`config.mk`:
```
export PLATFORM = sky130hd
export DESIGN_NAME = pphd_mul
export DESIGN_NICKNAME = d
export VERILOG_FILES = /design/src/rtl/pphd_pkg.sv /design/src/rtl/pphd_mul.sv
export SDC_FILE = /design/constraint.sdc
export NUM_CORES = 2
export LEC_CHECK = 0
export CAP_MARGIN = 15
export CORE_MARGIN = 5
export CORE_UTILIZATION = 45
export CTS_BUF_LIST = sky130_fd_sc_hd__clkbuf_8
export CTS_CLUSTER_SIZE = 8
export DETAILED_ROUTE_END_ITERATION = 8
export DONT_BUFFER_PORTS = 1
export GPL_TIMING_DRIVEN = 1
export PLACE_DENSITY_LB_ADDON = 0.1
export SETUP_SLACK_MARGIN = 0.1
export SLEW_MARGIN = 25
export SYNTH_ARGS = -nofsm -noshare
export SYNTH_HDL_FRONTEND = slang
export SYNTH_SLANG_ARGS = --single-unit
```
`constraint.sdc`:
```
create_clock -name aclk -period 8.09 [get_ports aclk]
set_input_delay 1.618 -clock aclk [delete_from_list [all_inputs] [get_ports aclk]]
set_output_delay 1.618 -clock aclk [all_outputs]
set_load 0.01 [all_outputs]
```
`src/rtl/pphd_pkg.sv`:
```
// shared types and constants for the position pid h-bridge drive
package pphd_pkg;

    // stream and configuration port widths
    localparam int IN_DATA_W  = 8;
    localparam int OUT_DATA_W = 40;
    localparam int CFG_IDX_W  = 3;
    localparam int CFG_DATA_W = 16;

    // field widths
    localparam int POS_W   = 8;
    localparam int KP_W    = 14;
    localparam int KI_W    = 13;
    localparam int KD_W    = 11;
    localparam int DIST_W  = 11;
    localparam int DRV_W   = 11;
    localparam int DUTY_W  = 10;
    localparam int ERR_W   = 9;
    localparam int DIFF_W  = 10;

    // filtered derivative, signed q12.8, saturating
    localparam int DERIV_W = 20;
    localparam int DQ_W    = 22;
    localparam logic signed [DQ_W-1:0] DERIV_HI = DQ_W'(524287);
    localparam logic signed [DQ_W-1:0] DERIV_LO = -DQ_W'(524287);

    // shared multiplier operand and product widths
    localparam int MUL_W  = 25;
    localparam int PROD_W = 2 * MUL_W;
    localparam logic signed [MUL_W-1:0] DFILT_COEF = MUL_W'(179);

    // weighted sum, sized for the largest supported integral limit
    localparam int SUM_W  = 40;
    localparam int SCALE_SHIFT = 16;
    localparam int QUO_W  = SUM_W - SCALE_SHIFT;

    // divide by ten as multiply by ceil(2^27/10), exact below 2^26
    localparam logic signed [MUL_W-1:0] RECIP_TEN = MUL_W'(13421773);
    localparam int RECIP_SHIFT = 27;
    localparam int QUOT_W = 21;

    // drive before saturation: quotient plus disturbance
    localparam int OUT_W = 23;

    // register indexes
    localparam logic [CFG_IDX_W-1:0] REG_TARGET = 3'd0;
    localparam logic [CFG_IDX_W-1:0] REG_KP     = 3'd1;
    localparam logic [CFG_IDX_W-1:0] REG_KI     = 3'd2;
    localparam logic [CFG_IDX_W-1:0] REG_KD     = 3'd3;
    localparam logic [CFG_IDX_W-1:0] REG_DIST   = 3'd4;

    // register reset values
    localparam logic [KP_W-1:0] KP_RESET = 14'd1024;
    localparam logic [KI_W-1:0] KI_RESET = 13'd1152;
    localparam logic [KD_W-1:0] KD_RESET = 11'd51;

    typedef struct packed {
        logic [POS_W-1:0]         target_position;
        logic [KP_W-1:0]          prop_gain;
        logic [KI_W-1:0]          integ_gain;
        logic [KD_W-1:0]          deriv_gain;
        logic signed [DIST_W-1:0] disturbance_offset;
    } cfg_regs_t;

    // one strobe per sequencer step
    typedef struct packed {
        logic idle;
        logic do_dfilt;
        logic do_prop;
        logic do_integ;
        logic do_deriv;
        logic do_sum;
        logic do_abs;
        logic do_div;
        logic do_out;
    } seq_ctrl_t;

endpackage

```
`src/rtl/pphd_mul.sv`:
```
// shared signed multiplier with registered product
module pphd_mul (
    input  logic                                aclk,
    input  logic                                en,
    input  logic signed [pphd_pkg::MUL_W-1:0]   op_a,
    input  logic signed [pphd_pkg::MUL_W-1:0]   op_b,
    output logic signed [pphd_pkg::PROD_W-1:0]  prod
);

    logic signed [pphd_pkg::PROD_W-1:0] prod_reg;
    logic signed [pphd_pkg::PROD_W-1:0] prod_next;

    // full-width signed product
    always_comb begin
        prod_next = op_a * op_b;
    end

    always_ff @(posedge aclk) begin
        if (en) begin
            prod_reg <= prod_next;
        end
    end

    assign prod = prod_reg;

endmodule

```
==> flow_metrics.py <==
metrics = {
    "status": {
        "status": "finished, final reports clean",
    },
    "setup_path": {
        "cp.arrival_ns": 7.81,
        "crit_chain": "and2_1, fa_1, fa_1, inv_1, fa_1, fa_1, inv_1, fa_1, fa_1, inv_1, fa_1, inv_1, ha_1, a21oi_2, buf_4, o21ai_4, a2111oi_4, a22oi_4, a21boi_2, a31oi_1, o41ai_1, a21oi_1, xor2_1",
        "cp_max_fo": 25,
        "startpoint_type": "input pin",
        "slowest_stage": "fa_1",
        "required_ns": 8.18,
        "critPathKind": "in -> reg",
        "cpMostUsedCell": "fa_1",
        "max_stage_delay_ns": 0.55,
        "cp-end-kind": "flip-flop",
    },
    "timing": {
        "finalCritPeriodShare": 0.955,
        "setup_viol": 0,
        "max_slew_margin": 0.630,
        "min_period_ns": 7.72,
        "worst_pin_slew_ns": 0.553,
        "fmax_mhz": 129,
        "rsz0062_at_grt": "no",
        "tns_ns": 0,
        "finalHoldViolCount": 0,
        "drv_slew": 0,
    },
    "floorplanning": {
        "die_w_um": 245,
        "num_rows": 86,
        "coreArea_um2": 54800,
        "die_area_um2": 59800,
        "die_h_um": 245,
        "start_util": 0.452,
        "top_level_ports": 102,
    },
    "logic_synthesis": {
        "syn_inst": 2584,
        "synth_nets": 3435,
        "ys_warn_count": 0,
        "ys_async_sr_fraction": 0,
        "synth.avg_cell_area_um2": 9.58,
        "synth_top_area_share": 0.532,
        "synth_area_leader_cell": "fa_1",
        "ys.flop_type": "edfxtp_1",
        "synthTopCellsByArea": "fa_1, inv_1, and2_1",
        "synth_edf_count": 50,
        "synth-seq-cells": 50,
        "ys_types": 59,
        "syn_area_um2": 24700,
        "seq_area_frac_synth": 0.0607,
    },
    "clock_network": {
        "root_buffer": "clkbuf_8",
        "ctsHtreeMaxLevel": 2,
        "cts_tree": "done",
        "clock-sinks": 50,
        "hold_buffers": 0,
        "cts_buffers": 5,
        "clockBufferDepth": 2,
        "clk_pin_slew_ns": 0.11,
    },
    "placement": {
        "place_inst": 3217,
        "portBuffers": 0,
        "hpwl_um": 53700,
        "globalplace.congestion": 0.868,
    },
    "routing": {
        "num_vias": 16600,
        "detail-route-antenna-nets": 0,
        "drt_iter0_markers": 688,
        "drc": 0,
        "drt_first_pass_iters": 5,
        "viasPerCell": 5.15,
        "dr.max_layer_used": "met4",
        "wl_met3_um": 1750,
        "wire_per_inst_um": 20.2,
        "drt-met1-wl_um": 24600,
        "drt-total-wl_um": 65300,
        "met2_length_um": 35900,
    },
    "global_route": {
        "grt_pass1_wl_um": 108000,
        "grt_pass1_vias": 19600,
        "grt_max_degree": 51,
        "antenna_found_initial": 1,
        "grt_overflow_total": 0,
        "grt_usage": 0.231,
    },
    "final_layout": {
        "syn_to_final_growth_pct": 3.66,
        "drive_gt1_frac": 0.0349,
        "nets": 3372,
        "fill_cells": 5365,
        "multi_input_area_um2": 20200,
        "final_cells": 3227,
        "regArea_um2": 1500,
        "largest_reg_flops": 50,
    },
    "hold_path": {
        "hp-class": "in -> reg",
    },
    "job": {
        "max_cap_viol_count": 0,
    },
}
repair_timing:
action | in CTS | in global routing
setup endpoints to repair | 0 | 1
resized for setup | 0 | 4
buffers inserted | 0 | 1
worst max-delay path: cells and delay by family:
family,cells,cell delay (ns)
XOR/XNOR,1,0.17
AO/OA/AOI/OAI,8,1.58
adder cells (fa/ha/maj),8,3.91
buffers and inverters,5,0.36
AND/OR/NAND/NOR,1,0.17
area by class of cell:
| cell class | instances | share of cell area |
|---|---|---|
| Antenna cell | 1 | 0.0000976 |
| Clock buffer | 5 | 0.00268 |
| Clock inverter | 3 | 0.00112 |
| Inverter | 704 | 0.103 |
| Multi-Input combinational cell | 1722 | 0.789 |
| Sequential cell | 50 | 0.0585 |
| Tap cell | 704 | 0.0343 |
| Timing Repair Buffer | 38 | 0.0111 |
cells in the mapped netlist (2+ instances only):
| master | instances |
|---|---|
| a211o_1 | 4 |
| a211oi_2 | 2 |
| a21o_1 | 18 |
| a21oi_1 | 50 |
| a21oi_2 | 4 |
| a221o_1 | 2 |
| a221oi_1 | 2 |
| a31oi_1 | 6 |
| and2_1 | 319 |
| and3_1 | 3 |
| and4_1 | 2 |
| clkbuf_1 | 108 |
| edfxtp_1 | 50 |
| fa_1 | 658 |
| ha_1 | 141 |
| inv_1 | 704 |
| nand2_1 | 313 |
| nand2b_1 | 8 |
| nand3_1 | 7 |
| nand4_1 | 6 |
| nor2_1 | 22 |
| nor2b_1 | 19 |
| nor3_1 | 6 |
| o2111ai_1 | 3 |
| o211ai_1 | 5 |
| o21a_1 | 4 |
| o21ai_0 | 17 |
| o21ai_1 | 2 |
| o21ai_2 | 3 |
| o21bai_1 | 9 |
| or2_2 | 3 |
| or3_1 | 2 |
| xnor2_1 | 38 |
| xor2_1 | 19 |
worst paths after layout:
kind / from / to / slack (ns) / depth (start not counted)
setup / recovery: op_a[20] / prod[48] / 0.37 / 23
hold / removal: en / prod[17] / 1.39 / 0
through the flow:
stage	util	hold slack (ns)	cell area [µm²]	setup slack (ns)
floorplan	-	1.73	24800	0.104
global placement	0.466	1.73	25500	0.0194
detailed placement	0.466	1.74	25500	-0.0826
CTS	0.468	1.38	25600	0.296
global route	0.468	1.37	25600	0.116
finish	0.468	1.39	25700	0.368
cells in the final DEF (no fill, tap or decap), drive strengths merged, types with 2 or more instances in the layout:
| cell | n |
|---|---|
| inv | 706 |
| nor2b | 19 |
| xor2 | 19 |
| a21o | 18 |
| fa | 658 |
| a21oi | 54 |
| nand4 | 6 |
| a2111oi | 3 |
| a221o | 2 |
| nand2b | 8 |
| or2 | 3 |
| clkbuf | 5 |
| and4 | 2 |
| o211ai | 6 |
| o41ai | 2 |
| or3 | 2 |
| o2111ai | 3 |
| xnor2 | 38 |
| a211oi | 4 |
| and3 | 4 |
| and2 | 319 |
| edfxtp | 50 |
| a31oi | 6 |
| nor2 | 22 |
| nand2 | 313 |
| nor3 | 7 |
| a211o | 4 |
| o21a | 4 |
| o21ai | 23 |
| o21bai | 9 |
| a221oi | 2 |
| nand3 | 8 |
| buf | 38 |
| ha | 141 |
routing by layer:
layer  global-route usage  vias to the layer above
li1                     -                     7267
met1                0.267                     8901
met2                0.444                      325
met3               0.0210                      111
met4               0.0871                        0
met5                    0                        -
cells by family (layout without fill, tap and decap cells):
kind of cell    count (synthesis)  after routing  share of synthesized area
mux                             1              1                   0.000455
flops                          50             50                     0.0607
other cells                     0              1                          0
fa+ha+maj                     799            799                      0.604
xor+xnor                       57             57                     0.0202
buf+inv                       812            750                      0.123
simple gates                  714            714                      0.148
compound gates                151            151                     0.0444
Power is not shown: default switching activity piles up to over one toggle a cycle in this logic, so the estimate is an artifact.
