File: src/rtl/pphd_pkg.sv
// shared types and constants for the position pid h-bridge drive
package pphd_pkg;

    // stream and configuration port widths
    localparam int IN_DATA_W  = 8;
    localparam int OUT_DATA_W = 40;
    localparam int CFG_IDX_W  = 3;
    localparam int CFG_DATA_W = 16;

    // field widths
    localparam int POS_W   = 8;
    localparam int KP_W    = 14;
    localparam int KI_W    = 13;
    localparam int KD_W    = 11;
    localparam int DIST_W  = 11;
    localparam int DRV_W   = 11;
    localparam int DUTY_W  = 10;
    localparam int ERR_W   = 9;
    localparam int DIFF_W  = 10;

    // filtered derivative, signed q12.8, saturating
    localparam int DERIV_W = 20;
    localparam int DQ_W    = 22;
    localparam logic signed [DQ_W-1:0] DERIV_HI = DQ_W'(524287);
    localparam logic signed [DQ_W-1:0] DERIV_LO = -DQ_W'(524287);

    // shared multiplier operand and product widths
    localparam int MUL_W  = 25;
    localparam int PROD_W = 2 * MUL_W;
    localparam logic signed [MUL_W-1:0] DFILT_COEF = MUL_W'(179);

    // weighted sum, sized for the largest supported integral limit
    localparam int SUM_W  = 40;
    localparam int SCALE_SHIFT = 16;
    localparam int QUO_W  = SUM_W - SCALE_SHIFT;

    // divide by ten as multiply by ceil(2^27/10), exact below 2^26
    localparam logic signed [MUL_W-1:0] RECIP_TEN = MUL_W'(13421773);
    localparam int RECIP_SHIFT = 27;
    localparam int QUOT_W = 21;

    // drive before saturation: quotient plus disturbance
    localparam int OUT_W = 23;

    // register indexes
    localparam logic [CFG_IDX_W-1:0] REG_TARGET = 3'd0;
    localparam logic [CFG_IDX_W-1:0] REG_KP     = 3'd1;
    localparam logic [CFG_IDX_W-1:0] REG_KI     = 3'd2;
    localparam logic [CFG_IDX_W-1:0] REG_KD     = 3'd3;
    localparam logic [CFG_IDX_W-1:0] REG_DIST   = 3'd4;

    // register reset values
    localparam logic [KP_W-1:0] KP_RESET = 14'd1024;
    localparam logic [KI_W-1:0] KI_RESET = 13'd1152;
    localparam logic [KD_W-1:0] KD_RESET = 11'd51;

    typedef struct packed {
        logic [POS_W-1:0]         target_position;
        logic [KP_W-1:0]          prop_gain;
        logic [KI_W-1:0]          integ_gain;
        logic [KD_W-1:0]          deriv_gain;
        logic signed [DIST_W-1:0] disturbance_offset;
    } cfg_regs_t;

    // one strobe per sequencer step
    typedef struct packed {
        logic idle;
        logic do_dfilt;
        logic do_prop;
        logic do_integ;
        logic do_deriv;
        logic do_sum;
        logic do_abs;
        logic do_div;
        logic do_out;
    } seq_ctrl_t;

endpackage

File: src/rtl/pphd_cfg.sv
// configuration register file for the drive controller
module pphd_cfg (
    input  logic                                aclk,
    input  logic                                aresetn,
    input  logic                                wr_en,
    input  logic [pphd_pkg::CFG_IDX_W-1:0]      wr_index,
    input  logic [pphd_pkg::CFG_DATA_W-1:0]     wr_data,
    output pphd_pkg::cfg_regs_t                 regs
);

    pphd_pkg::cfg_regs_t regs_reg;
    pphd_pkg::cfg_regs_t regs_next;

    // decode the index, keep only each register's width
    always_comb begin
        regs_next = regs_reg;
        if (wr_en) begin
            case (wr_index)
                pphd_pkg::REG_TARGET: regs_next.target_position =
                    wr_data[pphd_pkg::POS_W-1:0];
                pphd_pkg::REG_KP: regs_next.prop_gain = wr_data[pphd_pkg::KP_W-1:0];
                pphd_pkg::REG_KI: regs_next.integ_gain = wr_data[pphd_pkg::KI_W-1:0];
                pphd_pkg::REG_KD: regs_next.deriv_gain = wr_data[pphd_pkg::KD_W-1:0];
                pphd_pkg::REG_DIST: regs_next.disturbance_offset =
                    $signed(wr_data[pphd_pkg::DIST_W-1:0]);
                default: regs_next = regs_reg;
            endcase
        end
    end

    always_ff @(posedge aclk) begin
        if (!aresetn) begin
            regs_reg.target_position    <= '0;
            regs_reg.prop_gain          <= pphd_pkg::KP_RESET;
            regs_reg.integ_gain         <= pphd_pkg::KI_RESET;
            regs_reg.deriv_gain         <= pphd_pkg::KD_RESET;
            regs_reg.disturbance_offset <= '0;
        end else begin
            regs_reg <= regs_next;
        end
    end

    assign regs = regs_reg;

endmodule

File: config.mk
export PLATFORM = sky130hd
export DESIGN_NAME = pphd_cfg
export DESIGN_NICKNAME = d
export VERILOG_FILES = /design/src/rtl/pphd_pkg.sv /design/src/rtl/pphd_cfg.sv
export SDC_FILE = /design/constraint.sdc
export NUM_CORES = 1
export LEC_CHECK = 0
export BUFFER_PORTS_ARGS = -buffer_cell sky130_fd_sc_hd__buf_2
export CAP_MARGIN = 5
export CELL_PAD_IN_SITES_DETAIL_PLACEMENT = 2
export CELL_PAD_IN_SITES_GLOBAL_PLACEMENT = 2
export CORE_ASPECT_RATIO = 1.2
export CORE_MARGIN = 2
export CORE_UTILIZATION = 31
export CTS_CLUSTER_DIAMETER = 200
export CTS_CLUSTER_SIZE = 30
export DETAILED_ROUTE_END_ITERATION = 12
export PLACE_DENSITY_LB_ADDON = 0.1
export SLEW_MARGIN = 5
export SYNTH_ARGS = -nofsm -noshare
export SYNTH_HDL_FRONTEND = slang
export SYNTH_SLANG_ARGS = --single-unit
File: constraint.sdc
create_clock -name aclk -period 3 [get_ports aclk]
set_clock_uncertainty 0.1 [all_clocks]
set_input_delay 0.9 -clock aclk [delete_from_list [all_inputs] [get_ports aclk]]
set_output_delay 0.9 -clock aclk [all_outputs]
set_load 0.02 [all_outputs]
==> key figures <==
Timing
  – Final period utilization: 64.0%
  – Relative slew slack: 64.7%
  – Total of endpoints with negative setup slack in the final report: 0
  – Clock period minus worst slack: 1.92 ns
  – Setup TNS after final layout: 0 ns
  – Fmax: 521 MHz
  – Hold violation count in the final report: 0
  – Final Slew Violations: 0
  – Setup repair after global routing missed its margin: false
  – Smallest setup slack after layout: 1.08 ns
  – Worst slew pin tran: 0.526 ns

Global route
  – Remaining Overflow, GRT: 0
  – Total global routing track utilization: 16.2%
  – Via count of the first global-routing pass: 1859
  – Maximum number of pins on one net before global-route repair: 78
  – Number of antenna violations at the first check in global routing: 0
  – First-pass GRT wire length: 9.30 mm

Floorplanning
  – Die area: 7740 um2
  – Cell row count: 33
  – Y dimension of the die: 96.0 um
  – Initial Util: 32.1%
  – Placeable core region: 6810 um2
  – Top-level I/O count: 79
  – Die X-Extent: 80.7 um

Logic synthesis
  – Synth Area in Compound Gates: 0%
  – Share of synthesized cell area in full adder, half adder and majority cells: 0%
  – Fraction of synthesis flops using an asynchronous set or reset pin: 0%
  – Mapped Area: 2190 um2
  – Share of synthesized cell area in and, or, nand and nor gates: 18.1%
  – Top cell type's share of synthesized area: 52.2%
  – Cell variety after synth: 14
  – Count of state elements after synthesis: 57
  – Synthesized area per cell: 10.2 um2
  – Number of instances in the synthesized netlist: 214
  – Mux share of post-synthesis cell area: 26.1%
  – Post-synth top area cell: sky130_fd_sc_hd__dfxtp_1
  – Most used flip-flop cell after synthesis: sky130_fd_sc_hd__dfxtp_1
  – Main combinational cell family by area after synthesis: multiplexers
  – Most used standard cell by instance count after synthesis: sky130_fd_sc_hd__nand2_1
  – Commonest cells in the netlist: sky130_fd_sc_hd__nand2_1 (64), sky130_fd_sc_hd__dfxtp_1 (57), sky130_fd_sc_hd__mux2i_1 (57)
  – Top cells by area, synth: sky130_fd_sc_hd__dfxtp_1 (52%), sky130_fd_sc_hd__mux2i_1 (26%), sky130_fd_sc_hd__nand2_1 (11%), sky130_fd_sc_hd__nor2b_1 (3.7%), sky130_fd_sc_hd__buf_2 (1.4%)
  – Mapped Nets: 236
  – Post-synthesis xor/xnor area fraction: 0%
  – Number of enable flip-flop cells after synthesis: 0
  – Register area share after synthesis: 52.2%
  – Count of synthesis-stage warnings from yosys: 0

Layout
  – Number of diodes added for antenna fixing: 0
  – Nets: 312
  – Flip-flop count of the largest register, all copies and words added: 57
  – Fillers: 778
  – Area of combinational cells with multiple inputs: 966 um2
  – Share of cells above drive strength 1: 32.3%
  – Layout Area Growth over Synthesis: 30.0%
  – Area occupied by registers: 1140 um2

CTS
  – Deepest clock path buffer count: 2
  – Setup bufs post-CTS: 0
  – CTS sink cnt: 57
  – TritonCTS clock tree: built
  – H-tree levels: 3
  – Post-cts hold buffer count: 0
  – CTS root buf: sky130_fd_sc_hd__clkbuf_8
  – Number of buffers added by the clock tree synthesis step: 9
  – Number of cells upsized or downsized after cts: 0
  – Source-to-sink clock delay at the later pin of the worst-skew pair: 0.32 ns
  – Clock-pin transition on the worst setup and hold timing paths: 0.06 ns

Min path
  – Source of the worst hold timing path: regs[36]
  – Worst min-delay path class: reg -> reg

Route
  – Detail Route Antenna Nets: 0
  – Iteration-0 DRC count of the detailed router: 53
  – Initial DRT Pass Iterations: 6
  – Number of remaining DRC errors: 0
  – Final Routed Wirelength: 5.78 mm
  – Mean number of vias per cell: 4.65
  – Via total after detailed routing: 1773
  – Average wire per standard cell: 15.2 um

Power and ir drop
  – Maximum resistive drop on vdd: 0.000221 V
  – LEAKAGE: 1.44 nW
  – Total power per unit cell area: 570 nW/um2

Worst setup path
  – Worst path arrival time: 2.01 ns
  – Cell with the biggest individual delay on the critical path: sky130_fd_sc_hd__or4b_1
  – Reg2Reg Launch Point: regs[4]
  – Kind of cell with the highest combined delay on the critical path: simple AND/OR/NAND/NOR gates
  – CP Cell Sequence: buf_2 -> or4b_1 -> mux2i_1
  – Category of the worst setup path launch point: input pin
  – Largest fanout on the critical path: 8
  – Crit path buf inv count: 1
  – Category of the worst setup path capture point: flop
  – Setup crit start: wr_index[0]
  – Worst stage delay on the critical path: 0.77 ns
  – Required time at the worst-slack endpoint: 3.09 ns
  – Crit Path Class: in -> reg

Placed design
  – Place WS: 0.714 ns
  – Half-perimeter wire length after detailed placement: 4.09 mm
  – Number of input and output port buffers inserted: 76
  – Final Wtd Congestion: 0.686

Flow run
  – Max Cap Viol: 0

Status
  – Status: complete, no violations
[cells by family after synthesis]
logic type,after synthesis
simple gates,84
mux,57
flops,57
buf+inv,16
[stage by stage]
step                cell area (um2)  utilization [%]  power [mW]  hold WS, ns  cells
CTS                            2840             41.7        1.65        0.364    381
finish                         2840             41.7        1.62        0.356    381
global route                   2840             41.7        1.71        0.386    381
detailed placement             2650             38.8       0.930        0.348    366
floorplan                      2190                -       0.877        0.432    214
global placement               2650             38.8       0.927        0.341    366
[worst paths after layout]
check / end / slack, ns / cells past startpoint
worst max-delay path: regs[54] / 1.08 / 3
worst min register to register: regs[36] / 0.36 / 2
worst min-delay path: regs[36] / 0.36 / 2
worst max register to register: regs[4] / 2.26 / 2
[worst register-to-register path: stages, from the launching register on]
cell and delay [ns]:
sky130_fd_sc_hd__dfxtp_1 0.35, sky130_fd_sc_hd__nand2_1 0.06, sky130_fd_sc_hd__mux2i_1 0.16
[metal layers]
| metal | track usage [%] | part of all wire (%) | up-vias |
|---|---|---|---|
| met3 | 4.88 | 5.7 | 3 |
| met5 | 0 | 0 | - |
| met4 | 8.05 | 0.54 | 0 |
| met2 | 26.3 | 50 | 46 |
| li1 | - | - | 858 |
| met1 | 19.3 | 44 | 866 |
[cells in the final DEF (no fill, tap or decap)]
cell                        synthesis  routed
sky130_fd_sc_hd__and4b_1            1       1
sky130_fd_sc_hd__and4bb_1           1       1
sky130_fd_sc_hd__buf_12             0       1
sky130_fd_sc_hd__buf_2              6      76
sky130_fd_sc_hd__buf_4              1       4
sky130_fd_sc_hd__bufinv_16          0       1
sky130_fd_sc_hd__clkbuf_1           8       1
sky130_fd_sc_hd__clkbuf_8           0      11
sky130_fd_sc_hd__clkinv_2           0       2
sky130_fd_sc_hd__dfxtp_1           57      57
sky130_fd_sc_hd__mux2i_1           57      57
sky130_fd_sc_hd__nand2_1           64      64
sky130_fd_sc_hd__nand4b_1           1       1
sky130_fd_sc_hd__nand4bb_1          2       2
sky130_fd_sc_hd__nor2b_1           13      13
sky130_fd_sc_hd__nor4bb_1           1       1
sky130_fd_sc_hd__or4b_1             1       1
[power by group]
group / internal (mW) / switching [mW] / leakage [nW]
Combinational: 0.0480 / 0.0795 / 0.879
Sequential: 0.774 / 0.00821 / 0.462
Clock: 0.422 / 0.289 / 0.102
[layout make-up]
cell class                 count  area share [%]
clock buffer                  12            5.46
clock inverter                 3            1.41
multi-input combinational    141            34.0
sequential                    57            40.2
tap                           87            3.83
timing repair buffer          81            15.1
(Power assumes the default switching activity.)
