$ cat src/rtl/pphd_pkg.sv
// shared types and constants for the position pid h-bridge drive
package pphd_pkg;

    // stream and configuration port widths
    localparam int IN_DATA_W  = 8;
    localparam int OUT_DATA_W = 40;
    localparam int CFG_IDX_W  = 3;
    localparam int CFG_DATA_W = 16;

    // field widths
    localparam int POS_W   = 8;
    localparam int KP_W    = 14;
    localparam int KI_W    = 13;
    localparam int KD_W    = 11;
    localparam int DIST_W  = 11;
    localparam int DRV_W   = 11;
    localparam int DUTY_W  = 10;
    localparam int ERR_W   = 9;
    localparam int DIFF_W  = 10;

    // filtered derivative, signed q12.8, saturating
    localparam int DERIV_W = 20;
    localparam int DQ_W    = 22;
    localparam logic signed [DQ_W-1:0] DERIV_HI = DQ_W'(524287);
    localparam logic signed [DQ_W-1:0] DERIV_LO = -DQ_W'(524287);

    // shared multiplier operand and product widths
    localparam int MUL_W  = 25;
    localparam int PROD_W = 2 * MUL_W;
    localparam logic signed [MUL_W-1:0] DFILT_COEF = MUL_W'(179);

    // weighted sum, sized for the largest supported integral limit
    localparam int SUM_W  = 40;
    localparam int SCALE_SHIFT = 16;
    localparam int QUO_W  = SUM_W - SCALE_SHIFT;

    // divide by ten as multiply by ceil(2^27/10), exact below 2^26
    localparam logic signed [MUL_W-1:0] RECIP_TEN = MUL_W'(13421773);
    localparam int RECIP_SHIFT = 27;
    localparam int QUOT_W = 21;

    // drive before saturation: quotient plus disturbance
    localparam int OUT_W = 23;

    // register indexes
    localparam logic [CFG_IDX_W-1:0] REG_TARGET = 3'd0;
    localparam logic [CFG_IDX_W-1:0] REG_KP     = 3'd1;
    localparam logic [CFG_IDX_W-1:0] REG_KI     = 3'd2;
    localparam logic [CFG_IDX_W-1:0] REG_KD     = 3'd3;
    localparam logic [CFG_IDX_W-1:0] REG_DIST   = 3'd4;

    // register reset values
    localparam logic [KP_W-1:0] KP_RESET = 14'd1024;
    localparam logic [KI_W-1:0] KI_RESET = 13'd1152;
    localparam logic [KD_W-1:0] KD_RESET = 11'd51;

    typedef struct packed {
        logic [POS_W-1:0]         target_position;
        logic [KP_W-1:0]          prop_gain;
        logic [KI_W-1:0]          integ_gain;
        logic [KD_W-1:0]          deriv_gain;
        logic signed [DIST_W-1:0] disturbance_offset;
    } cfg_regs_t;

    // one strobe per sequencer step
    typedef struct packed {
        logic idle;
        logic do_dfilt;
        logic do_prop;
        logic do_integ;
        logic do_deriv;
        logic do_sum;
        logic do_abs;
        logic do_div;
        logic do_out;
    } seq_ctrl_t;

endpackage

$ cat src/rtl/pphd_seq.sv
// step sequencer for one control tick
module pphd_seq (
    input  logic                aclk,
    input  logic                aresetn,
    input  logic                start,
    input  logic                zero_sp,
    input  logic                out_free,
    output pphd_pkg::seq_ctrl_t ctrl
);

    typedef enum logic [8:0] {
        ST_IDLE  = 9'b000000001,
        ST_DFILT = 9'b000000010,
        ST_PROP  = 9'b000000100,
        ST_INTEG = 9'b000001000,
        ST_DERIV = 9'b000010000,
        ST_SUM   = 9'b000100000,
        ST_ABS   = 9'b001000000,
        ST_DIV   = 9'b010000000,
        ST_OUT   = 9'b100000000
    } state_t;

    state_t state_reg;
    state_t state_next;

    // a zero setpoint skips the arithmetic
    always_comb begin
        state_next = state_reg;
        case (state_reg)
            ST_IDLE: begin
                if (start) begin
                    state_next = zero_sp ? ST_OUT : ST_DFILT;
                end
            end
            ST_DFILT: state_next = ST_PROP;
            ST_PROP:  state_next = ST_INTEG;
            ST_INTEG: state_next = ST_DERIV;
            ST_DERIV: state_next = ST_SUM;
            ST_SUM:   state_next = ST_ABS;
            ST_ABS:   state_next = ST_DIV;
            ST_DIV:   state_next = ST_OUT;
            ST_OUT: begin
                if (out_free) begin
                    state_next = ST_IDLE;
                end
            end
            default: state_next = ST_IDLE;
        endcase
    end

    always_ff @(posedge aclk) begin
        if (!aresetn) begin
            state_reg <= ST_IDLE;
        end else begin
            state_reg <= state_next;
        end
    end

    // step strobes
    always_comb begin
        ctrl.idle     = (state_reg == ST_IDLE);
        ctrl.do_dfilt = (state_reg == ST_DFILT);
        ctrl.do_prop  = (state_reg == ST_PROP);
        ctrl.do_integ = (state_reg == ST_INTEG);
        ctrl.do_deriv = (state_reg == ST_DERIV);
        ctrl.do_sum   = (state_reg == ST_SUM);
        ctrl.do_abs   = (state_reg == ST_ABS);
        ctrl.do_div   = (state_reg == ST_DIV);
        ctrl.do_out   = (state_reg == ST_OUT);
    end

endmodule

$ cat config.mk
export PLATFORM = sky130hd
export DESIGN_NAME = pphd_seq
export DESIGN_NICKNAME = d
export VERILOG_FILES = /design/src/rtl/pphd_pkg.sv /design/src/rtl/pphd_seq.sv
export SDC_FILE = /design/constraint.sdc
export NUM_CORES = 1
export LEC_CHECK = 0
export ABC_AREA = 0
export BUFFER_PORTS_ARGS = -buffer_cell sky130_fd_sc_hd__clkbuf_2
export CORE_MARGIN = 2
export CORE_UTILIZATION = 35
export DETAILED_ROUTE_END_ITERATION = 10
export PLACE_DENSITY = 0.61
export SYNTH_ARGS = -nofsm -noshare
export SYNTH_HDL_FRONTEND = slang
export SYNTH_SLANG_ARGS = --single-unit
$ cat constraint.sdc
create_clock -name aclk -period 2.35 [get_ports aclk]
set_clock_uncertainty 0.05 [all_clocks]
set_input_delay 0.1175 -clock aclk [delete_from_list [all_inputs] [get_ports aclk]]
set_output_delay 0.1175 -clock aclk [all_outputs]
set_load 0.005 [all_outputs]
==> results of run 1 <==
==> worst max-delay path, delay by kind of cell (launching register included) <==
kind | cells | cell delay, ns
AND/OR/NAND/NOR | 3 | 0.94
flip-flops | 1 | 0.35
buffers and inverters | 1 | 0.12
==> routing by layer <==
metal	GRT usage (%)	vias to the layer above	part of all wire, %
met5	0	-	0
met2	20.3	14	45
met4	7.74	0	1.0
met3	1.74	2	6.1
met1	17.2	228	47
li1	-	256	-
==> how the worst max path moves through the flow <==
stage,end,slack (ns),cells past startpoint,start
6_report,ctrl[3],0.51,4,state_reg[1]
5_1_grt,ctrl[4],0.42,4,state_reg[2]
4_1_cts,ctrl[3],0.51,4,state_reg[1]
3_5_place_dp,state_reg[0],0.68,4,state_reg[4]
3_3_place_gp,state_reg[0],0.68,4,state_reg[7]
2_1_floorplan,state_reg[0],0.77,3,state_reg[7]
==> power by group through the flow <==
stage	Sequential [mW]	Clock [mW]	Combinational (mW)
6_report	0.169	0.115	0.0768
5_1_grt	0.170	0.129	0.0867
4_1_cts	0.169	0.118	0.0773
3_5_place_dp	0.172	0	0.0756
3_3_place_gp	0.172	0	0.0778
2_1_floorplan	0.169	0	0.0564
==> final cells by class <==
class                      instances  area (um^2)
inverter                           5         18.8
tap                               15         18.8
timing repair buffer              14         75.1
fill                             130          706
sequential                         9          180
clock buffer                       4         26.3
multi-input combinational         45          293
==> synthesized netlist by cell type (all sizes together) <==
cell type	number	area, um^2
or4	2	18.8
and2b	1	8.76
nor3b	2	15.0
a41o	1	10.0
nor2	9	33.8
and4b	1	10.0
and3b	2	17.5
a31oi	1	6.26
or4b	1	10.0
dfxtp	9	180
inv	5	18.8
o21ai	5	25.0
nor3	4	20.0
nand3	2	10.0
buf	2	12.5
o211a	4	40.0
nor4b	1	8.76
xor2	2	17.5
nand2	3	11.3
or3	1	11.3
nor4	1	6.26
or2	1	6.26
nand4	1	6.26
==> logic make-up (layout without fill, tap and decap cells) <==
kind of cell | count (synthesis) | count (layout) | share of synthesized area [%]
simple gates | 32 | 32 | 38.5
compound gates | 11 | 11 | 16.1
flops | 9 | 9 | 35.7
buf+inv | 7 | 23 | 6.20
xor+xnor | 2 | 2 | 3.47
==> through the flow <==
step / instances / setup WS [ns]
after floorplan: 61 / 0.775
after global placement: 87 / 0.675
after detailed placement: 87 / 0.675
after CTS: 92 / 0.512
after global routing: 92 / 0.424
final: 92 / 0.513
==> repair_timing <==
item | 4_1_cts | 5_1_grt
hold buffers | 1 | 0
gates resized for setup | 0 | 0
endpoints found under the hold margin | 1 | 0
==> impl_metrics.toml, run 1 <==
[timing]
tightest_slew_ns = 0.399
finalSetupTns_ns = 0
max_slew_margin_pct = 73.2
maxSlewViolCount = 0
worst_hold_slack_ns = 0.0766
timing.final.crit_period_ns = 1.84
setup_viol = 0
finalCritPeriodShare_pct = 78.2
finalHoldViolCount = 0
fmax_mhz = 544
rsz0062_at_grt = "no"

[grt]
grt_max_degree = 9
grt_pass1_vias = 435
grt_usage_pct = 13.1
grt_overflow_total = 0
grt_pass1_wl_mm = 1.79
antenna_found_initial = 0

[final_layout]
largest_register_ffs = 9
layout.nets = 83
antennaDiodeCount = 0
utilization_pct = 46.4
final_area_um2 = 612
drive_above_1_share_pct = 26.0
syn_to_final_growth_pct = 21.3
layout.cells.most_common_list = "clkbuf_2, nor2_1, dfxtp_1"
mostFrequentLayoutCell = "clkbuf_2"

[power_and_ir_drop]
p_int_mw = 0.260
seqPwrFrac_pct = 46.8
p_total_mw = 0.361
peakVddDrop_v = 0.000361
swShare_pct = 28.1
p_sw_mw = 0.101
p_leak_nw = 0.319
combinationalPowerShare_pct = 21.3
powerDensity_mw_per_mm2 = 590
pwr-share-clk_pct = 31.9

[yosys]
synth.avg_cell_area_um2 = 8.27
synth_warnings = 0
syn-num-nets = 66
syn_inst = 61
synth_seq_cells = 9
synth_cell_types = 26
seq_area_frac_synth_pct = 35.7
syn-cell-area_um2 = 504

[drt]
wl_per_cell_um = 11.4
dr.pass1.iters = 4
drc = 0
wl_mm = 1.05
num_vias = 500
drtIter0Drc = 13
final_antenna_net_count = 0
vias_per_cell = 5.43

[floorplan]
die_w_um = 42.0
pin_count = 14
design.core.area_mm2 = 0.00132
die_h_um = 42.0
start_util_pct = 38.3
row_count = 13
die_area_mm2 = 0.00176

[critical_path]
cp.required_ns = 2.18
r2r_end = "state_reg[0]"
crit_path_top_delay_cell = "or4_4"
r2r-start = "state_reg[4]"
cp.arrival_ns = 1.67
path_cells = "or4_4 > nor3_1 > and3b_1 > clkbuf_2"
crit_fanout = 6
reg2reg_depth = 4
cpPeakStageDelay_ns = 0.54
rrSetupSlack_ns = 0.64
cp-end-kind = "primary output"
path_class = "register to primary output"
cp-start-kind = "register"

[clock_tree]
clk_pin_slew_ns = 0.06
clockBufferDepth = 2
clockRootBuffer = "clkbuf_4"
cts_tree = "yes"
cts_max_level = 1
clk_latency_ns = 0.25
cts_made_buffers = 3
cts_setup_buffers = 0
cts.sinks = 9

[worst_hold_path]
min_from = "aresetn"
holdPathEnd = "state_reg[6]"
whs_path_depth = 2
min-delay-path-class = "primary input to register"

[flow_run]
drv_cap = 0

[placed_design]
place.gp.congestion = 0.836
port_buffers = 13
post_dp_cell_area_um2 = 576
hpwl_um = 836

[outcome]
outcome = "complete, no violations"
Power figures use the tool's default switching activity.
==> inputs of run 2 (changes only) <==
clock period = 1.9 ns   (was 2.35 ns; I/O delays follow)
==> impl_metrics.toml, run 2 (synthesis gave the netlist of run 1 again) <==
[outcome]
outcome = "complete, no violations"

[critical_path]
path_cells = "or4_4 > nor3_2 > and3b_1 > clkbuf_2"
rrSetupSlack_ns = 0.22
cp.arrival_ns = 1.60
cp-end-kind = "primary output"
critPathTopFamily = "simple AND/OR/NAND/NOR gates"
cp-start-kind = "register"
worst-path-buf-inv = 1
cpPeakStageDelay_ns = 0.57
cp.required_ns = 1.75
crit_fanout = 5
crit_path_top_delay_cell = "or4_4"
path_class = "register to primary output"

[flow_run]
drv_cap = 0

[clock_tree]
clk_latency_ns = 0.25
cts.sinks = 9
cts_tree = "yes"
clk_pin_slew_ns = 0.06
cts_setup_buffers = 0
clockRootBuffer = "clkbuf_4"
cts_made_buffers = 3
clockBufferDepth = 2
cts_max_level = 1

[timing]
finalCritPeriodShare_pct = 91.9
rsz0062_at_grt = "no"
worst_hold_slack_ns = 0.0536
setup_viol = 0
tightest_slew_ns = 0.246
timing.final.crit_period_ns = 1.75
finalHoldViolCount = 0
setup_slack_ns = 0.154
max_slew_margin_pct = 83.3
fmax_mhz = 573
finalSetupTns_ns = 0
maxSlewViolCount = 0

[grt]
antenna_found_initial = 0
grt_pass1_wl_mm = 1.94
grt_pass1_vias = 486
grt_overflow_total = 0
grt_usage_pct = 14.3
grt_max_degree = 9

[placed_design]
port_buffers = 13
dp_slack_ns = 0.242
hpwl_um = 887
place.gp.congestion = 0.751

[drt]
wl_mm = 1.08
num_vias = 485
final_antenna_net_count = 0
vias_per_cell = 5.16
drc = 0
wl_per_cell_um = 11.5
dr.pass1.iters = 3
drtIter0Drc = 7

[power_and_ir_drop]
swShare_pct = 28.5
combinationalPowerShare_pct = 24.6
pwr-share-clk_pct = 30.6
powerDensity_mw_per_mm2 = 735
p_leak_nw = 0.333
peakVddDrop_v = 0.000466
p_int_mw = 0.333
seqPwrFrac_pct = 44.8
p_sw_mw = 0.133

[final_layout]
layout.cells.most_common_list = "clkbuf_2, dfxtp_1, nor2_1"
largest_register_ffs = 9
mostFrequentLayoutCell = "clkbuf_2"
utilization_pct = 48.1
antennaDiodeCount = 0
layout.nets = 85
syn_to_final_growth_pct = 25.8
drive_above_1_share_pct = 30.4

[floorplan]
row_count = 13
start_util_pct = 38.3
design.core.area_mm2 = 0.00132
pin_count = 14
die_area_mm2 = 0.00176
die_h_um = 42.0
die_w_um = 42.0

[worst_hold_path]
min-delay-path-class = "primary input to register"
## run 2: path summary, 6_finish.rpt
path,startpoint,end,cells after the start
worst max-delay path,state_reg[0],ctrl[3],4
worst min-delay path,aresetn,state_reg[6],2
worst max register to register,state_reg[7],state_reg[0],4
worst min register to register,state_reg[3],state_reg[4],2
## run 2: power groups by stage
stage                     sequential, mW  clock, mW  combinational, mW
after floorplan                    0.210          0             0.0697
after global placement             0.213          0              0.109
after detailed placement           0.213          0              0.111
after CTS                          0.209      0.148              0.113
after global routing               0.211      0.155              0.127
final                              0.209      0.143              0.114
## run 2: what timing repair did
action                     CTS  global route
hold endpoints to repair     1             0
setup endpoints to repair    0             3
resized for setup            0             2
hold buffers                 1             0
## run 2: layout make-up
| class | instances | area, um^2 |
|---|---|---|
| fillers | 121 | 683 |
| multi-input cells | 45 | 300 |
| flip-flops and latches | 9 | 180 |
| repair buffers | 16 | 90.1 |
| clock buffers | 4 | 26.3 |
| inverters | 5 | 18.8 |
| well taps | 15 | 18.8 |
## run 2: layer usage
metal	GRT usage [%]	part of all wire, %	wire length (um)	up-vias
li1	-	-	-	258
met1	17.6	47	507	215
met2	23.8	48	521	12
met3	4.35	4.6	50	0
met4	3.87	0	0	0
met5	0	0	0	-
## run 2: through the flow
step	power [mW]	cell area (um^2)	std cells
floorplan	0.279	504	61
global placement	0.322	591	89
detailed placement	0.324	591	89
global route	0.493	634	94
finish	0.466	634	94
CTS	0.470	627	94
